## src/rtl/drs_pkg.sv

```systemverilog
// ----------------------------------------------------------------------------
// Disk request scheduler package
// Widths, codes and the command word passed from the front end to the back end.
// ----------------------------------------------------------------------------
package drs_pkg;

   localparam int QUEUE_DEPTH = 32;
   localparam int IDX_W       = $clog2(QUEUE_DEPTH);
   localparam int CNT_W       = $clog2(QUEUE_DEPTH + 1);

   localparam int ID_W     = 16;
   localparam int TRACK_W  = 9;
   localparam int KEY_W    = TRACK_W + 1;
   localparam int STATUS_W = 2;
   localparam int POLICY_W = 3;

   localparam int CMDQ_DEPTH = 2;
   localparam int CMDQ_PTR_W = $clog2(CMDQ_DEPTH);
   localparam int CMDQ_CNT_W = $clog2(CMDQ_DEPTH + 1);

   localparam logic [POLICY_W-1:0] POL_FIFO  = 3'd0;
   localparam logic [POLICY_W-1:0] POL_SSTF  = 3'd1;
   localparam logic [POLICY_W-1:0] POL_LOOK  = 3'd2;
   localparam logic [POLICY_W-1:0] POL_CLOOK = 3'd3;
   localparam logic [POLICY_W-1:0] POL_FLOOK = 3'd4;

   localparam logic MODE_ENQUEUE  = 1'b0;
   localparam logic MODE_DISPATCH = 1'b1;

   localparam logic [STATUS_W-1:0] ST_DISPATCHED = 2'd0;
   localparam logic [STATUS_W-1:0] ST_EMPTY      = 2'd1;
   localparam logic [STATUS_W-1:0] ST_ENQUEUED   = 2'd2;
   localparam logic [STATUS_W-1:0] ST_FULL       = 2'd3;

   typedef enum logic [2:0] {
      OP_ENQ,
      OP_FIFO,
      OP_SSTF,
      OP_LOOK,
      OP_CLOOK,
      OP_FLOOK
   } op_type;

   typedef struct packed {
      op_type               op;
      logic [ID_W-1:0]      id;
      logic [TRACK_W-1:0]   track;
      logic                 add;
   } drs_cmd_type;

endpackage

```

## src/rtl/drs_if.sv

```systemverilog
// ----------------------------------------------------------------------------
// Disk request scheduler channels
// Request and response channels with valid/ready handshake.
// ----------------------------------------------------------------------------
interface drs_req_if import drs_pkg::*; ();
   logic               valid;
   logic               ready;
   logic               mode;
   logic [ID_W-1:0]    request_id;
   logic [TRACK_W-1:0] track;

   modport source (output valid, mode, request_id, track, input ready);
   modport sink   (input valid, mode, request_id, track, output ready);
endinterface

interface drs_rsp_if import drs_pkg::*; ();
   logic                valid;
   logic                ready;
   logic [STATUS_W-1:0] status;
   logic [ID_W-1:0]     chosen_id;
   logic [TRACK_W-1:0]  chosen_track;
   logic [TRACK_W-1:0]  seek_distance;

   modport source (output valid, status, chosen_id, chosen_track, seek_distance,
                   input ready);
   modport sink   (input valid, status, chosen_id, chosen_track, seek_distance,
                   output ready);
endinterface

```

## src/rtl/disk_request_scheduler_unit.sv

```systemverilog
// ----------------------------------------------------------------------------
// Disk request scheduler
// Pending track request queue with FIFO, SSTF, LOOK, C-LOOK and F-LOOK pick.
// ----------------------------------------------------------------------------
// Requests enter on req_chan and are decoded against the policy register into
// commands that wait in a two-entry command queue. The back end runs one
// command at a time: an enqueue or an empty dispatch finishes straight from
// idle, and a dispatch with pending requests scans them one slot per cycle
// through a single key comparator, then removes the chosen one. Each result
// word sits in an output register; the back end starts its next command once
// that word has been taken, while the front end keeps accepting into the
// command queue as long as it has room. Write the policy register only while
// the unit is idle.
module disk_request_scheduler_unit import drs_pkg::*; (
   input  logic                clock,
   input  logic                reset,
   input  logic                csr_wr_en,
   input  logic [POLICY_W-1:0] csr_wr_data,
   drs_req_if.sink             req_chan,
   drs_rsp_if.source           rsp_chan
);

   logic        push_valid;
   logic        push_ready;
   drs_cmd_type push_cmd;
   logic        pop_valid;
   logic        pop_ready;
   drs_cmd_type pop_cmd;

   drs_front u_front (
      .clock       (clock),
      .reset       (reset),
      .csr_wr_en   (csr_wr_en),
      .csr_wr_data (csr_wr_data),
      .req_chan    (req_chan),
      .push_valid  (push_valid),
      .push_ready  (push_ready),
      .push_cmd    (push_cmd)
   );

   drs_cmd_fifo u_cmd_fifo (
      .clock      (clock),
      .reset      (reset),
      .push_valid (push_valid),
      .push_ready (push_ready),
      .push_cmd   (push_cmd),
      .pop_valid  (pop_valid),
      .pop_ready  (pop_ready),
      .pop_cmd    (pop_cmd)
   );

   drs_back u_back (
      .clock     (clock),
      .reset     (reset),
      .cmd_valid (pop_valid),
      .cmd_ready (pop_ready),
      .cmd       (pop_cmd),
      .rsp_chan  (rsp_chan)
   );

endmodule

```

## src/rtl/drs_front.sv

```systemverilog
// ----------------------------------------------------------------------------
// Disk request scheduler front end
// Holds the policy register and turns each request word into a command.
// ----------------------------------------------------------------------------
module drs_front import drs_pkg::*; (
   input  logic                clock,
   input  logic                reset,
   input  logic                csr_wr_en,
   input  logic [POLICY_W-1:0] csr_wr_data,
   drs_req_if.sink             req_chan,
   output logic                push_valid,
   input  logic                push_ready,
   output drs_cmd_type         push_cmd
);

   logic [POLICY_W-1:0] policy_ff;

   always_ff @(posedge clock) begin
      if (reset) begin
         policy_ff <= POL_FIFO;
      end else if (csr_wr_en) begin
         policy_ff <= csr_wr_data;
      end
   end

   always_comb begin
      push_cmd.id    = req_chan.request_id;
      push_cmd.track = req_chan.track;
      push_cmd.add   = (policy_ff == POL_FLOOK);
      if (req_chan.mode == MODE_ENQUEUE) begin
         push_cmd.op = OP_ENQ;
      end else begin
         // unknown policy codes fall back to arrival order
         unique case (policy_ff)
            POL_SSTF:  push_cmd.op = OP_SSTF;
            POL_LOOK:  push_cmd.op = OP_LOOK;
            POL_CLOOK: push_cmd.op = OP_CLOOK;
            POL_FLOOK: push_cmd.op = OP_FLOOK;
            default:   push_cmd.op = OP_FIFO;
         endcase
      end
   end

   assign push_valid     = req_chan.valid;
   assign req_chan.ready = push_ready;

endmodule

```

## src/rtl/drs_cmd_fifo.sv

```systemverilog
// ----------------------------------------------------------------------------
// Disk request scheduler command queue
// Short queue that decouples the front end from the back end.
// ----------------------------------------------------------------------------
module drs_cmd_fifo import drs_pkg::*; (
   input  logic        clock,
   input  logic        reset,
   input  logic        push_valid,
   output logic        push_ready,
   input  drs_cmd_type push_cmd,
   output logic        pop_valid,
   input  logic        pop_ready,
   output drs_cmd_type pop_cmd
);

   drs_cmd_type           entry_ff [CMDQ_DEPTH];
   logic [CMDQ_PTR_W-1:0] wr_ptr_ff;
   logic [CMDQ_PTR_W-1:0] rd_ptr_ff;
   logic [CMDQ_CNT_W-1:0] fill_ff;
   logic                  do_push;
   logic                  do_pop;

   assign push_ready = (fill_ff != CMDQ_CNT_W'(CMDQ_DEPTH));
   assign pop_valid  = (fill_ff != '0);
   assign pop_cmd    = entry_ff[rd_ptr_ff];
   assign do_push    = push_valid && push_ready;
   assign do_pop     = pop_valid && pop_ready;

   always_ff @(posedge clock) begin
      if (reset) begin
         wr_ptr_ff <= '0;
         rd_ptr_ff <= '0;
         fill_ff   <= '0;
      end else begin
         if (do_push) begin
            entry_ff[wr_ptr_ff] <= push_cmd;
            wr_ptr_ff <= (wr_ptr_ff == CMDQ_PTR_W'(CMDQ_DEPTH - 1)) ? '0
                         : wr_ptr_ff + CMDQ_PTR_W'(1);
         end
         if (do_pop) begin
            rd_ptr_ff <= (rd_ptr_ff == CMDQ_PTR_W'(CMDQ_DEPTH - 1)) ? '0
                         : rd_ptr_ff + CMDQ_PTR_W'(1);
         end
         if (do_push && !do_pop) begin
            fill_ff <= fill_ff + CMDQ_CNT_W'(1);
         end else if (do_pop && !do_push) begin
            fill_ff <= fill_ff - CMDQ_CNT_W'(1);
         end
      end
   end

   assert property (@(posedge clock) disable iff (reset)
      fill_ff <= CMDQ_CNT_W'(CMDQ_DEPTH))
      else $error("command queue overfilled");

   assert property (@(posedge clock) disable iff (reset)
      (fill_ff == '0 || fill_ff == CMDQ_CNT_W'(CMDQ_DEPTH)) |-> wr_ptr_ff == rd_ptr_ff)
      else $error("command queue pointers disagree with fill level");

   assert property (@(posedge clock) disable iff (reset)
      do_push && !do_pop |=> fill_ff == $past(fill_ff) + CMDQ_CNT_W'(1))
      else $error("command queue lost a push");

endmodule

```

## src/rtl/drs_back.sv

```systemverilog
// ----------------------------------------------------------------------------
// Disk request scheduler back end
// Holds the packed request slots, scans them for the next request and keeps
// the head position, direction and the response register.
// ----------------------------------------------------------------------------
module drs_back import drs_pkg::*; (
   input  logic        clock,
   input  logic        reset,
   input  logic        cmd_valid,
   output logic        cmd_ready,
   input  drs_cmd_type cmd,
   drs_rsp_if.source   rsp_chan
);

   typedef enum logic [1:0] {
      S_IDLE,
      S_SCAN,
      S_DONE
   } state_type;

   state_type            state_ff;
   logic [ID_W-1:0]      slot_id_ff    [QUEUE_DEPTH];
   logic [TRACK_W-1:0]   slot_track_ff [QUEUE_DEPTH];
   logic [QUEUE_DEPTH-1:0] slot_add_ff;
   logic [CNT_W-1:0]     count_ff;
   logic [TRACK_W-1:0]   head_ff;
   logic                 down_ff;

   op_type               op_ff;
   logic [IDX_W-1:0]     idx_ff;
   logic                 found_ff;
   logic [IDX_W-1:0]     best_idx_ff;
   logic [KEY_W-1:0]     best_key_ff;
   logic [ID_W-1:0]      best_id_ff;
   logic [TRACK_W-1:0]   best_track_ff;

   logic                 rsp_valid_ff;
   logic [STATUS_W-1:0]  rsp_status_ff;
   logic [ID_W-1:0]      rsp_id_ff;
   logic [TRACK_W-1:0]   rsp_track_ff;
   logic [TRACK_W-1:0]   rsp_dist_ff;

   logic [TRACK_W-1:0]   rd_track;
   logic [ID_W-1:0]      rd_id;
   logic                 rd_add;
   logic                 ahead;
   logic                 behind;
   logic [TRACK_W-1:0]   rd_dist;
   logic [KEY_W-1:0]     key;
   logic                 take;
   logic                 scan_last;
   logic [QUEUE_DEPTH-1:0] slot_valid;
   logic                 any_active;
   logic                 is_full;
   logic [IDX_W-1:0]     enq_idx;
   logic [TRACK_W-1:0]   best_dist;
   logic                 do_start;

   // one slot per cycle through a single key compare
   always_comb begin
      rd_track = slot_track_ff[idx_ff];
      rd_id    = slot_id_ff[idx_ff];
      rd_add   = slot_add_ff[idx_ff];
      ahead    = (rd_track >= head_ff);
      behind   = (rd_track <= head_ff);
      rd_dist  = ahead ? rd_track - head_ff : head_ff - rd_track;
      case (op_ff) inside
         OP_SSTF:           key = {1'b0, rd_dist};
         OP_LOOK, OP_FLOOK: key = {(down_ff ? !behind : !ahead), rd_dist};
         OP_CLOOK:          key = {!ahead, rd_track};
         default:           key = '0;
      endcase
      take = !(op_ff == OP_FLOOK && rd_add) && (!found_ff || key < best_key_ff);
      scan_last = (CNT_W'(idx_ff) + CNT_W'(1)) == count_ff;
   end

   always_comb begin
      for (int k = 0; k < QUEUE_DEPTH; k++) begin
         slot_valid[k] = (CNT_W'(k) < count_ff);
      end
      any_active = |(slot_valid & ~slot_add_ff);
      is_full    = (count_ff == CNT_W'(QUEUE_DEPTH));
      enq_idx    = count_ff[IDX_W-1:0];
      best_dist  = (best_track_ff >= head_ff) ? best_track_ff - head_ff
                                              : head_ff - best_track_ff;
   end

   assign cmd_ready = (state_ff == S_IDLE) && !rsp_valid_ff;
   assign do_start  = cmd_valid && cmd_ready;

   always_ff @(posedge clock) begin
      if (reset) begin
         state_ff     <= S_IDLE;
         count_ff     <= '0;
         head_ff      <= '0;
         down_ff      <= 1'b0;
         found_ff     <= 1'b0;
         rsp_valid_ff <= 1'b0;
      end else begin
         if (rsp_valid_ff && rsp_chan.ready) begin
            rsp_valid_ff <= 1'b0;
         end
         unique case (state_ff)
            S_IDLE: begin
               if (do_start) begin
                  rsp_id_ff    <= '0;
                  rsp_track_ff <= '0;
                  rsp_dist_ff  <= '0;
                  if (cmd.op == OP_ENQ) begin
                     rsp_valid_ff <= 1'b1;
                     if (is_full) begin
                        rsp_status_ff <= ST_FULL;
                     end else begin
                        slot_id_ff[enq_idx]    <= cmd.id;
                        slot_track_ff[enq_idx] <= cmd.track;
                        slot_add_ff[enq_idx]   <= cmd.add;
                        count_ff      <= count_ff + CNT_W'(1);
                        rsp_status_ff <= ST_ENQUEUED;
                     end
                  end else if (count_ff == '0) begin
                     rsp_valid_ff  <= 1'b1;
                     rsp_status_ff <= ST_EMPTY;
                  end else begin
                     op_ff    <= cmd.op;
                     idx_ff   <= '0;
                     found_ff <= 1'b0;
                     // active queue drained: swap the add queue in
                     if (cmd.op == OP_FLOOK && !any_active) begin
                        slot_add_ff <= '0;
                     end
                     state_ff <= S_SCAN;
                  end
               end
            end
            S_SCAN: begin
               if (take) begin
                  found_ff      <= 1'b1;
                  best_idx_ff   <= idx_ff;
                  best_key_ff   <= key;
                  best_id_ff    <= rd_id;
                  best_track_ff <= rd_track;
               end
               if (scan_last) begin
                  state_ff <= S_DONE;
               end else begin
                  idx_ff <= idx_ff + IDX_W'(1);
               end
            end
            S_DONE: begin
               rsp_valid_ff <= 1'b1;
               if (found_ff) begin
                  rsp_status_ff <= ST_DISPATCHED;
                  rsp_id_ff     <= best_id_ff;
                  rsp_track_ff  <= best_track_ff;
                  rsp_dist_ff   <= best_dist;
                  if (op_ff == OP_LOOK || op_ff == OP_FLOOK) begin
                     if (best_track_ff < head_ff) begin
                        down_ff <= 1'b1;
                     end else if (best_track_ff > head_ff) begin
                        down_ff <= 1'b0;
                     end
                  end
                  head_ff  <= best_track_ff;
                  count_ff <= count_ff - CNT_W'(1);
                  // close the gap, keep arrival order
                  for (int k = 0; k < QUEUE_DEPTH - 1; k++) begin
                     if (IDX_W'(k) >= best_idx_ff) begin
                        slot_id_ff[k]    <= slot_id_ff[k + 1];
                        slot_track_ff[k] <= slot_track_ff[k + 1];
                        slot_add_ff[k]   <= slot_add_ff[k + 1];
                     end
                  end
               end else begin
                  rsp_status_ff <= ST_EMPTY;
                  rsp_id_ff     <= '0;
                  rsp_track_ff  <= '0;
                  rsp_dist_ff   <= '0;
               end
               state_ff <= S_IDLE;
            end
            default: state_ff <= S_IDLE;
         endcase
      end
   end

   assign rsp_chan.valid         = rsp_valid_ff;
   assign rsp_chan.status        = rsp_status_ff;
   assign rsp_chan.chosen_id     = rsp_id_ff;
   assign rsp_chan.chosen_track  = rsp_track_ff;
   assign rsp_chan.seek_distance = rsp_dist_ff;

   assert property (@(posedge clock) disable iff (reset)
      count_ff <= CNT_W'(QUEUE_DEPTH))
      else $error("pending count beyond queue depth");

   assert property (@(posedge clock) disable iff (reset)
      state_ff == S_SCAN |-> CNT_W'(idx_ff) < count_ff)
      else $error("scan index past the pending requests");

   assert property (@(posedge clock) disable iff (reset)
      state_ff != S_IDLE |-> !rsp_valid_ff)
      else $error("command in progress while a response word waits");

   assert property (@(posedge clock) disable iff (reset)
      $rose(rsp_valid_ff) && rsp_status_ff == ST_DISPATCHED |->
         head_ff == rsp_track_ff && count_ff == $past(count_ff) - CNT_W'(1))
      else $error("dispatch did not move the head or remove the request");

endmodule

```

## src/flat_wrapper.sv

```systemverilog
// flat-port wrapper written by rule: the top's interface ports become plain ports
module disk_request_scheduler_unit_flat import drs_pkg::*;
  (clock, reset, csr_wr_en, csr_wr_data, req_chan_valid, req_chan_mode, req_chan_request_id, req_chan_track, req_chan_ready, rsp_chan_valid, rsp_chan_status, rsp_chan_chosen_id, rsp_chan_chosen_track, rsp_chan_seek_distance, rsp_chan_ready);
  drs_req_if req_chan_i ();
  drs_rsp_if rsp_chan_i ();
  input  logic clock;
  input  logic reset;
  input  logic csr_wr_en;
  input  logic [POLICY_W-1:0] csr_wr_data;
  input wire logic [$bits(req_chan_i.valid)-1:0] req_chan_valid;
  input wire logic [$bits(req_chan_i.mode)-1:0] req_chan_mode;
  input wire logic [$bits(req_chan_i.request_id)-1:0] req_chan_request_id;
  input wire logic [$bits(req_chan_i.track)-1:0] req_chan_track;
  output wire logic [$bits(req_chan_i.ready)-1:0] req_chan_ready;
  output wire logic [$bits(rsp_chan_i.valid)-1:0] rsp_chan_valid;
  output wire logic [$bits(rsp_chan_i.status)-1:0] rsp_chan_status;
  output wire logic [$bits(rsp_chan_i.chosen_id)-1:0] rsp_chan_chosen_id;
  output wire logic [$bits(rsp_chan_i.chosen_track)-1:0] rsp_chan_chosen_track;
  output wire logic [$bits(rsp_chan_i.seek_distance)-1:0] rsp_chan_seek_distance;
  input wire logic [$bits(rsp_chan_i.ready)-1:0] rsp_chan_ready;
  assign req_chan_i.valid = req_chan_valid;
  assign req_chan_i.mode = req_chan_mode;
  assign req_chan_i.request_id = req_chan_request_id;
  assign req_chan_i.track = req_chan_track;
  assign req_chan_ready = req_chan_i.ready;
  assign rsp_chan_valid = rsp_chan_i.valid;
  assign rsp_chan_status = rsp_chan_i.status;
  assign rsp_chan_chosen_id = rsp_chan_i.chosen_id;
  assign rsp_chan_chosen_track = rsp_chan_i.chosen_track;
  assign rsp_chan_seek_distance = rsp_chan_i.seek_distance;
  assign rsp_chan_i.ready = rsp_chan_ready;
  disk_request_scheduler_unit u_core (.clock(clock), .reset(reset), .csr_wr_en(csr_wr_en), .csr_wr_data(csr_wr_data), .req_chan(req_chan_i), .rsp_chan(rsp_chan_i));
endmodule
```

## config.mk

```make
export PLATFORM = sky130hd
export DESIGN_NAME = disk_request_scheduler_unit_flat
export DESIGN_NICKNAME = d
export VERILOG_FILES = /design/src/rtl/drs_pkg.sv /design/src/rtl/drs_if.sv /design/src/rtl/disk_request_scheduler_unit.sv /design/src/rtl/drs_front.sv /design/src/rtl/drs_cmd_fifo.sv /design/src/rtl/drs_back.sv /design/src/flat_wrapper.sv
export SDC_FILE = /design/constraint.sdc
export NUM_CORES = 2
export LEC_CHECK = 0
export ABC_CLOCK_PERIOD_IN_PS = 10600
export BUFFER_PORTS_ARGS = -buffer_cell sky130_fd_sc_hd__buf_2
export CORE_UTILIZATION = 65
export CTS_BUF_LIST = sky130_fd_sc_hd__clkbuf_4
export DETAILED_ROUTE_END_ITERATION = 8
export PLACE_DENSITY = 0.89
export SLEW_MARGIN = 25
export SYNTH_ARGS = -nofsm -noshare
export SYNTH_HDL_FRONTEND = slang
export SYNTH_SLANG_ARGS = --single-unit
```

## constraint.sdc

```tcl
create_clock -name clock -period 10.6 [get_ports clock]
set_input_delay 1.06 -clock clock [delete_from_list [all_inputs] [get_ports clock]]
set_output_delay 1.06 -clock clock [all_outputs]
set_load 0.005 [all_outputs]
```

# After elaboration in Yosys (flattened, before gate mapping)
# Memories as Yosys holds them, arrays and structs flattened. A register that Yosys moved wholly into a read port is not among the register bits.
# Cells that the tools add are included.
dict set report classes {
  n_lt_le_gt_ge 72
  n_mux 269
  n_bitwise 5
  addsub 12
  reduce_logical 75
  eq_ne 60
}
# cell count
set ops {}
lappend ops {{$reduce_and 8->1} 31}
lappend ops {{$mux 1} 216}
lappend ops {{$mux 32} 4}
lappend ops {{$lt 5x6->1 const A} 16}
lappend ops {{$ne 2x2->1 const B} 41}
lappend ops {{$ge 5x5->1 const A} 15}
lappend ops {{$mux 31} 2}
lappend ops {{$pmux 31 s2} 1}
lappend ops {{$mux 9} 6}
lappend ops {{$lt 4x6->1 const A} 8}
lappend ops {{$mux 16} 3}
lappend ops {{$ge 4x5->1 const A} 8}
lappend ops {{$pmux 9 s2} 2}
lappend ops {{$sub 9x9->9} 4}
lappend ops {{$mux 5} 7}
lappend ops {{$and 32x32->32} 1}
lappend ops {{$bwmux 32} 1}
lappend ops {{$not 32->32} 1}
lappend ops {{$pmux 16 s2} 1}
lappend ops {{$reduce_or 32->1} 1}
lappend ops {{$mux 10} 3}
lappend ops {{$lt 3x6->1 const A} 4}
lappend ops {{$mux 6} 4}
lappend ops {{$ge 3x5->1 const A} 4}
lappend ops {{other kinds (53)} 109}
dict set report word_totals {
  memories 3
  output_inout_bits 38
  ramBits 858
  inputBits 34
  reg_bits 127
  word_cells 547
}
# name words word_bits rd rd_clocked_by_memory_dff write_ports line
set mem_list {}
lappend mem_list {u_core.u_back.slot_id_ff 32 16 32 1 31 drs_back.sv:22} ;# logic [ID_W-1:0] slot_id_ff [QUEUE_DEPTH];
lappend mem_list {u_core.u_back.slot_track_ff 32 9 32 1 31 drs_back.sv:23} ;# logic [TRACK_W-1:0] slot_track_ff [QUEUE_DEPTH];
lappend mem_list {u_core.u_cmd_fifo.entry_ff 2 29 1 1 1 drs_cmd_fifo.sv:16} ;# drs_cmd_type entry_ff [CMDQ_DEPTH];

# Logic depth before layout (Yosys ltp)
dict set report depth {
  ltp_word 10
  mapped_depth 27
  depth_no_buf 21
}

# By module
# Synthesis repeated with hierarchy kept, for this count alone.
dict set report hier_totals {
  cells_unflattened 3562
  area_unflattened_um2 51494.4
}
# mod cells_per_inst instances seq_area_each_um2 area_per_inst_um2
set modules_own_cells {}
lappend modules_own_cells {drs_back 3402 1 28006.9 48818.1}
lappend modules_own_cells {drs_cmd_fifo 117 1 1841.8 2316.0}
lappend modules_own_cells {drs_front 43 1 60.1 360.3}

# Worst setup path before layout
# No wires, ideal clock.
dict set report synth_timing {
  kind {register to register}
  from {register (tool-made name)}
  to {register u_core.u_back.best_id_ff[0] (read register of u_core.u_back.slot_id_ff) (enable)}
  period_less_slack_ns 8.493
  setup_slack_ns 2.107
  n_path_buf 5
  setup_ns 0.463
  required_time_ns 10.137
  path_stages_with_launch 26
  arrival_ns 8.031
  path_cell_list {dfxtp_1 > buf_2 > buf_2 > clkbuf_1 > clkbuf_1 > mux4_2 > mux4_2 > mux2i_1 > inv_1 > ha_1 > nand2_1 > o21ai_1 > a211o_1 > o41ai_4 > buf_2 > mux2i_1 > xor2_1 > o22ai_1 > ha_1 > a21o_1 > a21o_1 > a21oi_1 > o21ai_0 > a211oi_1 > nor2_1 > nor4_2}
}
# element line
set synth_lines {}
lappend synth_lines {{end, declared} drs_back.sv:34} ;# logic [ID_W-1:0] best_id_ff;

==> results <==
- The worst endpoint required time is 11.33 ns.
- The shortest clock period the worst path allows after layout is 8.16 ns.
- The TritonCTS clock tree is yes.
- The number of nets with antenna violations after detailed routing is 0.
- For this design the static power due to leakage is 19.5 nW.
- The share of synthesized registers carrying an async set or reset is 0%.
- Walking the worst path, the cells encountered are buf_4, mux4_2, mux4_2, mux2i_1, inv_1, ha_1, a21oi_1, o21ai_1, a211o_1, o41ai_4, mux2_2, o211a_1, or3_1, a31o_1, ha_1, nand2_1, o21ai_0, a211oi_1, nor2_1, nor4_4, buf_4.
- The effective utilization at floorplan is 66.1%.
- In this run the cell area measured after placement is 51,000 sq um.
- Port buffering added 71 buffers.
- The maximum clock frequency is 122 MHz.
- Summed over all nets, the half-perimeter wirelength after detailed placement is 83.0 mm.
- The first TritonRoute pass finished after 7 iterations.
- STA classifies the critical path startpoint as a register.
- Internal power comes to 0.00713 W.
- After clock tree synthesis, the setup repair step added 0 buffers.
- The final number of max-transition violations is 0.
- The sequential fraction of design power is 48.0%.
- The post-detailed-route wirelength per cell is 25.9 um.
- The region available for standard cell placement spans 74,900 sq um.
- From bottom edge to top edge, the die measures 278 um.
- The detailed router's first-iteration violation count is 6,784.
- Setup violations remaining at the end of the flow were counted as 0.
- The number of nets at the end of the flow is 4,434.
- The total nets after synthesis is 4,357.
- The via total after detailed routing is 38.5k.
- The final RePlAce weighted congestion is 0.949.
- The gate family responsible for the most delay along the worst path is compound AO/OA/AOI/OAI gates.
- The number of hold-repair buffers added at the cts stage is 0.
- The top-level I/O count is 72.
- The worst setup path category is register to register.
- The maximum cell stage delay along the critical path is 0.90 ns.
- The portion of the post-synthesis area used by sequential elements is 60.3%.
- The net switching component of the power is 0.00286 W.
- The first global-routing pass estimated 210 mm of wire.
- At the worst endpoint, the arrival time is 8.90 ns.
- Sorting the synthesized cells by area gives the leading types as edfxtp_1, a21oi_1, mux4_2, nor2_1, mux2i_1.
- Setup total negative slack on the finished layout was measured at 0 ns.
- The relative max-transition margin is 20.6%.
- Setup repair after global routing left no endpoint under its margin.
- In the routed layout, each cell is associated on average with a via count of 7.04.
- The worst path uses 77.0% of the clock period.
- For the worst-skew pair, the clock arrives at the later sink with an insertion delay of 1.15 ns.
- The number of cell instances on the worst register-to-register path is 21.
- The clock edge transition at the registers on the reported setup and hold paths is 0.06 ns.
- The largest vdd supply drop is 0.126 mV.
- The cell count after synthesis is 4,270.
- The worst setup path is captured at a register.
- The number of cells traversed by the worst hold path is 1.
- The number of buffers and inverters on the critical path is 3.
- From synthesis to final layout, the design area changed by 9.89%.
- The number of remaining DRC errors is 0.
- The largest individual stage delay along the critical path comes from the cell dfxtp_4.
- The predominant post-synthesis flop cell is edfxtp_1.
- The area of the die is 77,400 sq um.
- The clock drives 1,007 sinks.
- The hold violation count in the final report is 0.
- Of the cells placed in the final design, the portion with a size suffix greater than 1 is 18.7%.
- In this run switching power makes up 28.6% of total power.
- The path type of the worst min-delay path is input pin to register.
- The register bit total from synthesis is 1,007.
- Along the worst path, the maximum fanout reaches 41.
- Including well taps, the total number of placed cells is 5,017.
- The area of the mapped netlist is 49,600 sq um.
- In this run the mean area of a mapped cell was 11.6 sq um.
- Across the routed clock network, the largest skew measured is 0.104 ns.
- The H-tree level count is 5.
- After global routing the overflow that remains totals 0.
- The fraction of synthesized cell area taken by the top area cell type is 59.0%.
- The final cell utilization of the core is 72.7%.
- The number of synthesized flops with an enable pin is 974.
- The unique cell type count in the Yosys netlist is 69.
- The buffer levels on the longest clock path is 4.
- The largest area contributor in the synthesized netlist is edfxtp_1.
- The final routed wirelength across all metal layers is 142 mm.
- The site row count is 100.
- The total of cells resized after clock tree synthesis is 0.
- The tightest hold path in the finished design has a slack of 0.0765 ns.
- The slew of the pin with the lowest slew margin is 1.18 ns.
- The total stage count of the critical path is 21.
- The library cell used most frequently in the layout, excluding fill and tap cells, is edfxtp_1.
- Dividing total power by cell area gives a power density of 183 nW/um^2.
- The top cell types in the final layout, fill and taps aside, are edfxtp_1, nor2_1, a21oi_1, clkbuf_4, nand2_1.
- The flow ran to the end, and the final reports show no timing, DRC or antenna violations.
- The number of clock buffers inserted by TritonCTS is 275.
- Entering global routing, the biggest net connects 118 pins.
- The proportion of power drawn by the clock network is 33.0%.
- The finished cells cover 54,500 sq um.
- The total of max-cap violations is 0.
- The number of non-filler instances in the completed layout is 5,469.
- Combinational cells account for 19.0% of the total power.
- The number of global-route vias before repair came to 37.3k.
- Across every metal layer, demand over resource in global routing totals 35.8%.
- During synthesis, Yosys emitted a total of 0 warnings.
- The cell sitting at the root of the clock tree is a clkbuf_4.
- The die extent in x is 278 um.
- The number of antenna violations at the first check in global routing is 2.
[final timing paths]
check                                      end                     start  slack, ns
max               u_core.u_back.best_key_ff[2]                  register       2.44
min          u_core.u_cmd_fifo.entry_ff[0][11]    req_chan_request_id[1]       0.08
max reg2reg       u_core.u_back.best_key_ff[2]                  register       2.44
min reg2reg           u_core.u_back.head_ff[8]  u_core.u_back.head_ff[8]       0.47
[area by class of cell]
cell class                 instances  area [sq um]
multi-input combinational       2787         18400
sequential                      1007         29900
tap                              969          1210
clock buffer                     382          2870
antenna                            3          7.51
timing repair buffer             182          1480
fill                            4444         20500
clock inverter                    45           224
inverter                          94           353
[flip-flops by register name, summed over array words and instances, names as in the netlist, 10 cells and up, named ones only]
| register | flops |
|---|---|
| u_core.u_back.best_key_ff | 10 |
| u_core.u_back.best_id_ff | 16 |
| u_core.u_cmd_fifo.entry_ff | 58 |
| u_core.u_back.rsp_chan.chosen_id | 16 |
| u_core.u_back.slot_track_ff | 288 |
| u_core.u_back.slot_add_ff | 32 |
| u_core.u_back.slot_id_ff | 512 |
[power groups by stage]
stage / sequential [W] / combinational (W) / clock [W]
after CTS: 0.00480 / 0.00178 / 0.00328
after global placement: 0.00488 / 0.00167 / 0
final: 0.00480 / 0.00190 / 0.00329
after global routing: 0.00481 / 0.00203 / 0.00350
after floorplan: 0.00480 / 0.00129 / 0
after detailed placement: 0.00488 / 0.00177 / 0
[worst register-to-register path, cell delays in order (launching register included)]
cell	delay, ns
dfxtp_4	0.90
buf_4	0.58
mux4_2	0.62
mux4_2	0.49
mux2i_1	0.41
inv_1	0.12
ha_1	0.38
a21oi_1	0.15
o21ai_1	0.10
a211o_1	0.36
o41ai_4	0.82
mux2_2	0.44
o211a_1	0.23
or3_1	0.36
a31o_1	0.24
ha_1	0.30
nand2_1	0.06
o21ai_0	0.07
a211oi_1	0.26
nor2_1	0.11
nor4_4	0.27
buf_4	0.52
[logic make-up after synthesis]
family | share of synthesized area (%)
flops | 60.3
buf+inv | 3.73
fa+ha+maj | 1.40
simple gates | 9.61
mux | 11.3
xor+xnor | 0.495
compound gates | 13.2
[synth_stat cells (17+ instances only)]
| master | instances |
|---|---|
| ha_1 | 49 |
| o221ai_1 | 87 |
| nand2_1 | 198 |
| clkbuf_1 | 327 |
| nand3_1 | 22 |
| mux2i_1 | 185 |
| mux4_2 | 158 |
| nor3_1 | 19 |
| o21ai_0 | 99 |
| buf_2 | 27 |
| xnor2_1 | 17 |
| inv_1 | 86 |
| and3_1 | 23 |
| edfxtp_1 | 974 |
| nor2_1 | 851 |
| dfxtp_1 | 33 |
| a21oi_1 | 846 |
| buf_1 | 21 |
| o22ai_1 | 27 |
[per-stage QoR]
step	power [W]	setup slack [ns]
detailed placement	0.00665	2.49
global route	0.0103	2.00
floorplan	0.00609	2.11
global placement	0.00655	2.48
CTS	0.00986	2.43
finish	0.00999	2.44
[metal layers]
| layer | vias to the layer above | global-route usage [%] | routed length, um |
|---|---|---|---|
| li1 | 16131 | - | - |
| met1 | 17951 | 45.0 | 45800 |
| met2 | 3627 | 55.5 | 64900 |
| met3 | 768 | 11.2 | 22600 |
| met4 | 0 | 20.0 | 8480 |
| met5 | - | 0 | 0 |
Power figures use the tool's default switching activity.
